`src/sparse_row_l1_norm_unit_defines.svh`:
```
// Assertion macros for the sparse row l1 norm unit
`ifndef SPARSE_ROW_L1_NORM_UNIT_DEFINES_SVH
`define SPARSE_ROW_L1_NORM_UNIT_DEFINES_SVH

// same-cycle implication
`define SRL1N_ASSERT_IMPL(name, clk, rst, ante, cons) \
   name: assert property (@(posedge clk) disable iff (rst) (ante) |-> (cons)) \
      else $error("assertion violated");

// next-cycle implication
`define SRL1N_ASSERT_NEXT(name, clk, rst, ante, cons) \
   name: assert property (@(posedge clk) disable iff (rst) (ante) |=> (cons)) \
      else $error("assertion violated");

`endif

```
`src/srl1n_pkg.sv`:
```
// Shared constants, codes and types of the sparse row l1 norm unit
package srl1n_pkg;

   localparam int VALUE_BITS_DEF = 32;
   localparam int ACC_BITS_DEF   = 48;
   localparam int OUT_BITS       = 48;
   localparam int FRAC_BITS      = 16;
   localparam int MARKER_BITS    = 4;
   localparam int QUEUE_DEPTH    = 4;
   localparam int MODE_BITS      = 3;
   localparam int CSR_INDEX_BITS = 2;
   localparam int CSR_DATA_BITS  = 3;

   localparam logic [MODE_BITS-1:0] MODE_ABS_SUM  = 3'd1;
   localparam logic [MODE_BITS-1:0] MODE_DIAG_OFF = 3'd2;
   localparam logic [MODE_BITS-1:0] MODE_SQUARES  = 3'd3;
   localparam logic [MODE_BITS-1:0] MODE_WEIGHTED = 3'd4;

   localparam logic [CSR_INDEX_BITS-1:0] CSR_NORM_MODE   = 2'd0;
   localparam logic [CSR_INDEX_BITS-1:0] CSR_USE_MARKERS = 2'd1;
   localparam logic [CSR_INDEX_BITS-1:0] CSR_OFFPART_EN  = 2'd2;

   typedef enum logic [1:0] {
      ADD_NONE,
      ADD_MAG,
      ADD_HALF,
      ADD_SQUARE
   } srl1n_add_type;

   typedef struct packed {
      logic first;
      logic last;
      logic neg;
      logic weighted;
   } srl1n_ctl_type;

   localparam int CTL_BITS = $bits(srl1n_ctl_type);

endpackage

```
`src/srl1n_front.sv`:
```
// Front end: configuration registers, entry classification and squaring pipeline
`include "sparse_row_l1_norm_unit_defines.svh"

module srl1n_front
   import srl1n_pkg::*;
#(
   parameter int VALUE_BITS = VALUE_BITS_DEF,
   parameter int ACC_BITS   = ACC_BITS_DEF
) (
   input  logic                      clock,
   input  logic                      reset,
   input  logic                      csr_wr_en,
   input  logic [CSR_INDEX_BITS-1:0] csr_index,
   input  logic [CSR_DATA_BITS-1:0]  csr_wdata,
   input  logic                      in_valid,
   output logic                      in_ready,
   input  logic [VALUE_BITS-1:0]     in_value,
   input  logic                      in_offpart,
   input  logic [MARKER_BITS-1:0]    in_row_marker,
   input  logic [MARKER_BITS-1:0]    in_col_marker,
   input  logic                      in_last,
   output logic                      out_valid,
   input  logic                      out_ready,
   output logic [ACC_BITS-1:0]       out_addend,
   output logic [VALUE_BITS-1:0]     out_mag,
   output srl1n_ctl_type             out_ctl
);

   localparam int LO_BITS = VALUE_BITS / 2;
   localparam int HI_BITS = VALUE_BITS - LO_BITS;
   localparam int SQ_BITS = 2 * VALUE_BITS;
   localparam int WIDE    = (SQ_BITS > ACC_BITS) ? SQ_BITS : ACC_BITS;
   localparam logic [ACC_BITS-1:0] CAP = {1'b0, {(ACC_BITS-1){1'b1}}};

   logic [MODE_BITS-1:0] mode_ff;
   logic                 markers_ff;
   logic                 offpart_ff;
   logic                 row_start_ff;

   logic                 s1_valid_ff;
   logic [VALUE_BITS-1:0] s1_mag_ff;
   srl1n_ctl_type        s1_ctl_ff;
   srl1n_add_type        s1_sel_ff;

   logic                 s2_valid_ff;
   logic [VALUE_BITS-1:0] s2_mag_ff;
   srl1n_ctl_type        s2_ctl_ff;
   srl1n_add_type        s2_sel_ff;
   logic [2*HI_BITS-1:0] s2_phh_ff;
   logic [VALUE_BITS-1:0] s2_phl_ff;
   logic [2*LO_BITS-1:0] s2_pll_ff;

   logic                  s1_en;
   logic                  s2_en;
   logic                  take;
   logic                  neg_in;
   logic [VALUE_BITS-1:0] mag_in;
   logic                  off;
   logic                  filt_ok;
   logic                  part_ok;
   srl1n_add_type         sel_in;
   srl1n_ctl_type         ctl_in;
   logic [HI_BITS-1:0]    hi;
   logic [LO_BITS-1:0]    lo;
   logic [SQ_BITS-1:0]    sq_full;
   logic [WIDE-1:0]       raw;

   assign s2_en    = !s2_valid_ff || out_ready;
   assign s1_en    = !s1_valid_ff || s2_en;
   assign in_ready = s1_en;
   assign take     = in_valid && in_ready;

   always_ff @(posedge clock) begin
      if (reset) begin
         mode_ff    <= MODE_ABS_SUM;
         markers_ff <= 1'b0;
         offpart_ff <= 1'b1;
      end else if (csr_wr_en) begin
         unique case (csr_index)
            CSR_NORM_MODE:   mode_ff    <= csr_wdata;
            CSR_USE_MARKERS: markers_ff <= csr_wdata[0];
            CSR_OFFPART_EN:  offpart_ff <= csr_wdata[0];
            default: ;
         endcase
      end
   end

   // classify the incoming word
   always_comb begin
      neg_in  = in_value[VALUE_BITS-1];
      mag_in  = neg_in ? (~in_value + VALUE_BITS'(1)) : in_value;
      off     = !row_start_ff && in_offpart;
      filt_ok = !markers_ff || (in_row_marker == in_col_marker);
      part_ok = !off || offpart_ff;
      unique case (mode_ff)
         MODE_ABS_SUM:
            sel_in = (part_ok && filt_ok) ? ADD_MAG : ADD_NONE;
         MODE_DIAG_OFF, MODE_WEIGHTED: begin
            if (row_start_ff)
               sel_in = ADD_MAG;
            else if (off && part_ok && filt_ok)
               sel_in = (mode_ff == MODE_WEIGHTED) ? ADD_HALF : ADD_MAG;
            else
               sel_in = ADD_NONE;
         end
         MODE_SQUARES:
            sel_in = part_ok ? ADD_SQUARE : ADD_NONE;
         default:
            sel_in = ADD_NONE;
      endcase
      ctl_in.first    = row_start_ff;
      ctl_in.last     = in_last;
      ctl_in.neg      = neg_in;
      ctl_in.weighted = (mode_ff == MODE_WEIGHTED);
   end

   always_ff @(posedge clock) begin
      if (reset) begin
         row_start_ff <= 1'b1;
         s1_valid_ff  <= 1'b0;
         s2_valid_ff  <= 1'b0;
      end else begin
         if (take)
            row_start_ff <= in_last;
         if (s1_en)
            s1_valid_ff <= in_valid;
         if (s2_en)
            s2_valid_ff <= s1_valid_ff;
      end
   end

   assign hi = s1_mag_ff[VALUE_BITS-1:LO_BITS];
   assign lo = s1_mag_ff[LO_BITS-1:0];

   always_ff @(posedge clock) begin
      if (s1_en) begin
         s1_mag_ff <= mag_in;
         s1_ctl_ff <= ctl_in;
         s1_sel_ff <= sel_in;
      end
      if (s2_en) begin
         s2_mag_ff <= s1_mag_ff;
         s2_ctl_ff <= s1_ctl_ff;
         s2_sel_ff <= s1_sel_ff;
         s2_phh_ff <= hi * hi;
         s2_phl_ff <= hi * lo;
         s2_pll_ff <= lo * lo;
      end
   end

   // combine partial products, pick and saturate the addend
   always_comb begin
      sq_full = (SQ_BITS'(s2_phh_ff) << (2 * LO_BITS))
              + (SQ_BITS'(s2_phl_ff) << (LO_BITS + 1))
              + SQ_BITS'(s2_pll_ff);
      unique case (s2_sel_ff)
         ADD_NONE:   raw = '0;
         ADD_MAG:    raw = WIDE'(s2_mag_ff);
         ADD_HALF:   raw = WIDE'(s2_mag_ff >> 1);
         ADD_SQUARE: raw = WIDE'(sq_full >> FRAC_BITS);
         default:    raw = '0;
      endcase
      out_addend = (raw > WIDE'(CAP)) ? CAP : ACC_BITS'(raw);
   end

   assign out_valid = s2_valid_ff;
   assign out_mag   = s2_mag_ff;
   assign out_ctl   = s2_ctl_ff;

   `SRL1N_ASSERT_IMPL(a_addend_capped, clock, reset, out_valid, out_addend <= CAP)

endmodule

```
`src/srl1n_queue.sv`:
```
// Short word queue between the front end and the accumulator
`include "sparse_row_l1_norm_unit_defines.svh"

module srl1n_queue
   import srl1n_pkg::*;
#(
   parameter int WIDTH = 8,
   parameter int DEPTH = QUEUE_DEPTH
) (
   input  logic             clock,
   input  logic             reset,
   input  logic             push_valid,
   output logic             push_ready,
   input  logic [WIDTH-1:0] push_data,
   output logic             pop_valid,
   input  logic             pop_ready,
   output logic [WIDTH-1:0] pop_data
);

   localparam int PTR_BITS = (DEPTH > 1) ? $clog2(DEPTH) : 1;
   localparam int CNT_BITS = $clog2(DEPTH + 1);

   logic [WIDTH-1:0]    data_ff [DEPTH];
   logic [PTR_BITS-1:0] wr_ptr_ff;
   logic [PTR_BITS-1:0] rd_ptr_ff;
   logic [CNT_BITS-1:0] count_ff;
   logic [CNT_BITS-1:0] count_in;
   logic                push;
   logic                pop;

   assign push_ready = (count_ff != CNT_BITS'(DEPTH));
   assign pop_valid  = (count_ff != '0);
   assign push       = push_valid && push_ready;
   assign pop        = pop_valid && pop_ready;
   assign pop_data   = data_ff[rd_ptr_ff];

   always_comb begin
      count_in = count_ff;
      if (push && !pop)
         count_in = count_ff + 1'b1;
      else if (pop && !push)
         count_in = count_ff - 1'b1;
   end

   always_ff @(posedge clock) begin
      if (reset) begin
         wr_ptr_ff <= '0;
         rd_ptr_ff <= '0;
         count_ff  <= '0;
      end else begin
         count_ff <= count_in;
         if (push)
            wr_ptr_ff <= (wr_ptr_ff == PTR_BITS'(DEPTH - 1)) ? '0 : wr_ptr_ff + 1'b1;
         if (pop)
            rd_ptr_ff <= (rd_ptr_ff == PTR_BITS'(DEPTH - 1)) ? '0 : rd_ptr_ff + 1'b1;
      end
   end

   always_ff @(posedge clock) begin
      if (push)
         data_ff[wr_ptr_ff] <= push_data;
   end

   `SRL1N_ASSERT_IMPL(a_count_bound, clock, reset, 1'b1, count_ff <= CNT_BITS'(DEPTH))
   `SRL1N_ASSERT_NEXT(a_pop_drops, clock, reset, pop && !push, count_ff == $past(count_ff) - 1'b1)

endmodule

```
`src/srl1n_back.sv`:
```
// Back end: saturating row accumulator, weighted-norm test and result register
`include "sparse_row_l1_norm_unit_defines.svh"

module srl1n_back
   import srl1n_pkg::*;
#(
   parameter int VALUE_BITS = VALUE_BITS_DEF,
   parameter int ACC_BITS   = ACC_BITS_DEF
) (
   input  logic                  clock,
   input  logic                  reset,
   input  logic                  in_valid,
   output logic                  in_ready,
   input  logic [ACC_BITS-1:0]   in_addend,
   input  logic [VALUE_BITS-1:0] in_mag,
   input  srl1n_ctl_type         in_ctl,
   output logic                  out_valid,
   input  logic                  out_ready,
   output logic [OUT_BITS-1:0]   out_norm,
   output logic                  out_zero
);

   localparam int BIG = (ACC_BITS > VALUE_BITS) ? ACC_BITS : VALUE_BITS;
   localparam int TB  = (BIG + 3 > OUT_BITS) ? BIG + 3 : OUT_BITS;
   localparam logic [ACC_BITS-1:0] CAP  = {1'b0, {(ACC_BITS-1){1'b1}}};
   localparam logic [OUT_BITS-1:0] OMAX = {1'b0, {(OUT_BITS-1){1'b1}}};

   logic [ACC_BITS-1:0]   acc_ff;
   logic [VALUE_BITS-1:0] diag_ff;
   logic                  dneg_ff;

   logic                  fin_valid_ff;
   logic [ACC_BITS-1:0]   fin_sum_ff;
   logic [VALUE_BITS-1:0] fin_diag_ff;
   logic                  fin_neg_ff;
   logic                  fin_weighted_ff;

   logic                  out_valid_ff;
   logic [OUT_BITS-1:0]   out_norm_ff;
   logic                  out_zero_ff;

   logic                  rsp_free;
   logic                  fin_en;
   logic                  take;
   logic [ACC_BITS-1:0]   base;
   logic [ACC_BITS:0]     sum;
   logic [ACC_BITS-1:0]   sat_in;
   logic [VALUE_BITS-1:0] diag_cur;
   logic                  neg_cur;
   logic [TB-1:0]         three_n;
   logic [TB-1:0]         four_d;
   logic [TB-1:0]         d_cap;
   logic [TB-1:0]         pick;
   logic [OUT_BITS-1:0]   mag_out;
   logic [OUT_BITS-1:0]   norm_in;

   assign rsp_free = !out_valid_ff || out_ready;
   assign fin_en   = !fin_valid_ff || rsp_free;
   assign in_ready = fin_en;
   assign take     = in_valid && in_ready;

   // accumulate with saturation, restart on the diagonal
   always_comb begin
      base     = in_ctl.first ? '0 : acc_ff;
      sum      = {1'b0, base} + {1'b0, in_addend};
      sat_in   = (sum > {1'b0, CAP}) ? CAP : sum[ACC_BITS-1:0];
      diag_cur = in_ctl.first ? in_mag : diag_ff;
      neg_cur  = in_ctl.first ? in_ctl.neg : dneg_ff;
   end

   always_ff @(posedge clock) begin
      if (reset) begin
         acc_ff       <= '0;
         fin_valid_ff <= 1'b0;
         out_valid_ff <= 1'b0;
      end else begin
         if (take)
            acc_ff <= in_ctl.last ? '0 : sat_in;
         if (fin_en)
            fin_valid_ff <= take && in_ctl.last;
         if (rsp_free)
            out_valid_ff <= fin_valid_ff;
      end
   end

   always_ff @(posedge clock) begin
      if (take && in_ctl.first) begin
         diag_ff <= in_mag;
         dneg_ff <= in_ctl.neg;
      end
      if (take && in_ctl.last) begin
         fin_sum_ff      <= sat_in;
         fin_diag_ff     <= diag_cur;
         fin_neg_ff      <= neg_cur;
         fin_weighted_ff <= in_ctl.weighted;
      end
   end

   // 3n <= 4d is the exact form of n <= floor(4d/3)
   always_comb begin
      three_n = TB'(fin_sum_ff) + (TB'(fin_sum_ff) << 1);
      four_d  = TB'(fin_diag_ff) << 2;
      d_cap   = (TB'(fin_diag_ff) < TB'(CAP)) ? TB'(fin_diag_ff) : TB'(CAP);
      pick    = (fin_weighted_ff && (three_n <= four_d)) ? d_cap : TB'(fin_sum_ff);
      mag_out = (pick > TB'(OMAX)) ? OMAX : OUT_BITS'(pick);
      norm_in = fin_neg_ff ? (~mag_out + OUT_BITS'(1)) : mag_out;
   end

   always_ff @(posedge clock) begin
      if (rsp_free && fin_valid_ff) begin
         out_norm_ff <= norm_in;
         out_zero_ff <= (mag_out == '0);
      end
   end

   assign out_valid = out_valid_ff;
   assign out_norm  = out_norm_ff;
   assign out_zero  = out_zero_ff;

   `SRL1N_ASSERT_IMPL(a_acc_capped, clock, reset, 1'b1, acc_ff <= CAP)
   `SRL1N_ASSERT_NEXT(a_fin_holds, clock, reset, fin_valid_ff && !rsp_free, fin_valid_ff)
   `SRL1N_ASSERT_IMPL(a_zero_flag, clock, reset, out_valid_ff, out_zero_ff == (out_norm_ff == '0))

endmodule

```
`src/sparse_row_l1_norm_unit.sv`:
```
// Top level of the sparse row l1 norm unit
//
//  channel | dir | handshake         | contents
//  req     | in  | tvalid/tready     | one matrix nonzero, tlast ends the row
//  rsp     | out | tvalid/tready     | one signed row norm per row
//  csr     | in  | wr_en, no ready   | norm_mode, use_markers, offpart_enabled
//
// Throughput is one word per cycle while the rsp side does not stall; the accumulator adds one entry per cycle.
// A row norm leaves after the row's last word has passed, in order, the
// two front stages (classify, partial squares), the queue, accumulate and finish.
// Reset is synchronous: control and configuration registers return to their defaults, the next word opens a row.
// A stalled rsp side fills the result and finish registers, then the four-word
// queue, then the front stages, and only then drops req_tready.
module sparse_row_l1_norm_unit
   import srl1n_pkg::*;
#(
   parameter int VALUE_BITS = VALUE_BITS_DEF,
   parameter int ACC_BITS   = ACC_BITS_DEF
) (
   input  logic                                           clock,
   input  logic                                           reset,
   input  logic                                           req_tvalid,
   output logic                                           req_tready,
   // entry_value, row_marker, column_marker, zero fill
   input  logic [((VALUE_BITS+2*MARKER_BITS+7)/8)*8-1:0] req_tdata,
   // is_offpart
   input  logic                                           req_tuser,
   input  logic                                           req_tlast,
   output logic                                           rsp_tvalid,
   input  logic                                           rsp_tready,
   // row_norm
   output logic [OUT_BITS-1:0]                            rsp_tdata,
   // zero_norm
   output logic                                           rsp_tuser,
   input  logic                                           csr_wr_en,
   input  logic [CSR_INDEX_BITS-1:0]                      csr_index,
   input  logic [CSR_DATA_BITS-1:0]                       csr_wdata
);

   localparam int Q_BITS = VALUE_BITS + ACC_BITS + CTL_BITS;

   logic                  f_valid;
   logic                  f_ready;
   logic [ACC_BITS-1:0]   f_addend;
   logic [VALUE_BITS-1:0] f_mag;
   srl1n_ctl_type         f_ctl;
   logic                  b_valid;
   logic                  b_ready;
   logic [Q_BITS-1:0]     b_data;
   srl1n_ctl_type         b_ctl;

   srl1n_front #(
      .VALUE_BITS(VALUE_BITS),
      .ACC_BITS(ACC_BITS)
   ) u_front (
      .clock(clock),
      .reset(reset),
      .csr_wr_en(csr_wr_en),
      .csr_index(csr_index),
      .csr_wdata(csr_wdata),
      .in_valid(req_tvalid),
      .in_ready(req_tready),
      .in_value(req_tdata[VALUE_BITS-1:0]),
      .in_offpart(req_tuser),
      .in_row_marker(req_tdata[VALUE_BITS+MARKER_BITS-1:VALUE_BITS]),
      .in_col_marker(req_tdata[VALUE_BITS+2*MARKER_BITS-1:VALUE_BITS+MARKER_BITS]),
      .in_last(req_tlast),
      .out_valid(f_valid),
      .out_ready(f_ready),
      .out_addend(f_addend),
      .out_mag(f_mag),
      .out_ctl(f_ctl)
   );

   srl1n_queue #(
      .WIDTH(Q_BITS),
      .DEPTH(QUEUE_DEPTH)
   ) u_queue (
      .clock(clock),
      .reset(reset),
      .push_valid(f_valid),
      .push_ready(f_ready),
      .push_data({f_mag, f_addend, f_ctl}),
      .pop_valid(b_valid),
      .pop_ready(b_ready),
      .pop_data(b_data)
   );

   assign b_ctl = b_data[CTL_BITS-1:0];

   srl1n_back #(
      .VALUE_BITS(VALUE_BITS),
      .ACC_BITS(ACC_BITS)
   ) u_back (
      .clock(clock),
      .reset(reset),
      .in_valid(b_valid),
      .in_ready(b_ready),
      .in_addend(b_data[CTL_BITS+ACC_BITS-1:CTL_BITS]),
      .in_mag(b_data[Q_BITS-1:CTL_BITS+ACC_BITS]),
      .in_ctl(b_ctl),
      .out_valid(rsp_tvalid),
      .out_ready(rsp_tready),
      .out_norm(rsp_tdata),
      .out_zero(rsp_tuser)
   );

endmodule

```
`config.mk`:
```
export PLATFORM = sky130hd
export DESIGN_NAME = sparse_row_l1_norm_unit
export DESIGN_NICKNAME = d
export VERILOG_FILES = /design/src/srl1n_pkg.sv /design/src/srl1n_front.sv /design/src/srl1n_queue.sv /design/src/srl1n_back.sv /design/src/sparse_row_l1_norm_unit.sv
export VERILOG_INCLUDE_DIRS = /design/src /design/src/src
export SDC_FILE = /design/constraint.sdc
export NUM_CORES = 2
export LEC_CHECK = 0
export BUFFER_PORTS_ARGS = -buffer_cell sky130_fd_sc_hd__buf_4
export CORE_MARGIN = 2
export CORE_UTILIZATION = 65
export DETAILED_ROUTE_END_ITERATION = 8
export GPL_ROUTABILITY_DRIVEN = 0
export PLACE_DENSITY_LB_ADDON = 0.3
export SYNTH_ARGS = -nofsm -noshare
export SYNTH_HDL_FRONTEND = slang
export SYNTH_SLANG_ARGS = --single-unit
```
`constraint.sdc`:
```
create_clock -name clock -period 24.7 [get_ports clock]
set_input_delay 2.47 -clock clock [delete_from_list [all_inputs] [get_ports clock]]
set_output_delay 2.47 -clock clock [all_outputs]
set_load 0.005 [all_outputs]
```
==> flow_summary.json <==
{
  "netlist_top_cells_area": "edfxtp_1, fa_1, ha_1",
  "layout.nets": 6369,
  "htreeDepth": 3,
  "max_stage_delay_ns": 0.75,
  "grt_use_total_pct": 30.7,
  "fill_cells": 6088,
  "netlist_top_cells_count": "inv_1, edfxtp_1, fa_1",
  "fp.coreArea_um2": 88500,
  "path_class": "register to register",
  "synth_top_area_share_pct": 33.7,
  "ys_async_sr_fraction_pct": 0,
  "crit_path_end_kind": "register",
  "yosysMostFrequentCell": "inv_1",
  "cts_root_buf": "clkbuf_16",
  "postRouteAntennaNets": 0,
  "cap_violations": 0,
  "post_drt_via_cell_ratio": 6.15,
  "fp-row-count": 109,
  "start_kind": "register",
  "start_util_pct": 65.8,
  "antenna_found_initial": 0,
  "wire_per_inst_um": 20.9,
  "grt_pass1_wl_mm": 221,
  "status": "completed",
  "drtPass1Iterations": 8,
  "crit_path_max_fanout": 8,
  "drive_gt1_share_pct": 8.99,
  "clock_sinks": 721,
  "finalHoldViolations": 0,
  "multiInputGateArea_um2": 33900,
  "synth_edf_count": 654,
  "clock_skew_ns": 0.0563,
  "period_needed_ns": 10.96,
  "grt_pass1_vias": 41500,
  "synthCells": 5293,
  "cts_buffer_depth": 3,
  "drc": 0,
  "ys.flop_type": "edfxtp_1",
  "cts_inserted_buffers": 77,
  "syn_area_um2": 58200,
  "stdcell_area_um2": 62800,
  "dieArea_um2": 92000,
  "area_delta_synth_final_pct": 7.86,
  "fp.dieH_um": 303,
  "syn-mean-instance-area_um2": 11.0,
  "fmax_mhz": 91.2,
  "cts_tree": "done",
  "port_buffers": 102,
  "maxSlewViolCount": 0,
  "period_share_pct": 44.4,
  "setup_tns_ns": 0,
  "final_util_pct": 70.9,
  "ios": 103,
  "grt-ovfl-total": 0,
  "synth_top_area_cell": "edfxtp_1",
  "postCtsHoldBufs": 0,
  "die_x_um": 303,
  "yosysSeqAreaShare_pct": 36.0,
  "setup_viol": 0,
  "placed_area_um2": 60100,
  "critPathArrivalTime_ns": 11.47,
  "vias": 40300,
  "hold_class": "register to register",
  "antenna_cells": 0,
  "wirelength_mm": 137,
  "grt_max_degree": 84,
  "clk_pin_slew_ns": 0.06,
  "required_ns": 25.20,
  "rsz0062_at_grt": "no",
  "worst_slew_pin_slew_ns": 1.11,
  "register_area_um2": 21000,
  "dp_hpwl_mm": 95.9,
  "clk_latency_ns": 0.68,
  "ys_seq_elements": 721,
  "drtIter0Drc": 3101,
  "relSlewSlack_pct": 25.5,
  "post_cts_buffers": 0,
  "crit_path_top_delay_cell": "a2111oi_1",
  "synth_warnings": 0,
  "cts_resized": 0,
  "synth_cell_type_count": 87
}
## placed cells by master, fill, tap and decap left out, types with 65 or more instances in the layout
| cell | n |
|---|---|
| a21o_1 | 97 |
| inv_1 | 675 |
| nand2_1 | 461 |
| mux4_2 | 84 |
| dfxtp_1 | 65 |
| fa_1 | 525 |
| clkbuf_16 | 77 |
| ha_1 | 468 |
| o21ai_0 | 187 |
| edfxtp_1 | 654 |
| buf_4 | 163 |
| nor2_1 | 285 |
| and2_1 | 184 |
| nor2b_1 | 95 |
| xnor2_1 | 194 |
| xor2_1 | 89 |
| a21oi_1 | 220 |
## cell families after synthesis
| kind of cell | Yosys count | synth area share [%] |
|---|---|---|
| simple gates | 1430 | 12.2 |
| fa+ha+maj | 993 | 28.1 |
| buf+inv | 897 | 5.89 |
| compound gates | 831 | 9.28 |
| flops | 721 | 36.0 |
| xor+xnor | 284 | 4.27 |
| mux | 136 | 4.22 |
| other cells | 1 | 0.00644 |
## final timing paths
kind	end	slack [ns]	depth (start not counted)	startpoint
worst max-delay path	u_back.out_norm[40]$_DFFE_PP_	13.74	32	u_back.fin_sum_ff[1]$_DFFE_PP_
worst min-delay path	u_front.out_ctl[2]$_DFFE_PP_	0.39	0	u_front.s1_ctl_ff[2]$_DFFE_PN_
worst max register to register	u_back.out_norm[40]$_DFFE_PP_	13.74	32	u_back.fin_sum_ff[1]$_DFFE_PP_
worst min register to register	u_front.out_ctl[2]$_DFFE_PP_	0.39	0	u_front.s1_ctl_ff[2]$_DFFE_PN_
## per-stage QoR
| step | setup slack [ns] | std cells | hold WS, ns |
|---|---|---|---|
| finish | 13.74 | 6551 | 0.392 |
| global route | 13.23 | 6551 | 0.400 |
| detailed placement | 13.69 | 6410 | 0.405 |
| floorplan | 15.45 | 5297 | 0.400 |
| CTS | 13.64 | 6551 | 0.395 |
| global placement | 13.93 | 6410 | 0.403 |
## critical path: cells and delay by family (launching register included)
| kind | cells | cell delay (ns) |
|---|---|---|
| AND/OR/NAND/NOR | 15 | 5.68 |
| AO/OA/AOI/OAI | 11 | 3.21 |
| adder cells (fa/ha/maj) | 3 | 0.94 |
| flip-flops | 1 | 0.46 |
| multiplexers | 1 | 0.25 |
| XOR/XNOR | 1 | 0.11 |
| buffers and inverters | 1 | 0.10 |
## flip-flops by register name, indices dropped and copies added, names as in the netlist, 3 cells and up, named ones only
name	flops
u_queue.data_ff	336
u_back.acc_ff	48
u_back.fin_sum_ff	48
u_back.out_norm	48
u_back.diag_ff	32
u_back.fin_diag_ff	32
u_front.s1_mag_ff	32
u_front.s2_phl_ff	32
u_front.s2_phh_ff	31
u_front.out_mag	30
u_front.s2_pll_ff	17
u_front.out_ctl	4
u_front.s1_ctl_ff	4
u_front.mode_ff	3
u_queue.count_ff	3
## cell type report
cell class	instances	share of cell area [%]
multi-input cells	3679	54.0
flip-flops and latches	721	33.4
clock buffers	102	3.41
inverters	682	4.08
well taps	1165	2.32
clock inverters	39	0.797
repair buffers	163	1.95
## routing by layer
metal  track usage, %  routed length [um]  vias to the layer above
met4             12.2                5820                        0
li1                 -                   -                    18200
met1             40.8               54400                    19900
met3             4.48               10800                      398
met5                0                   0                        -
met2             51.4               65800                     1821
Power is left out: the tool's default activity adds up to more than one toggle a clock period on the data nets, which glitch-free logic cannot reach.
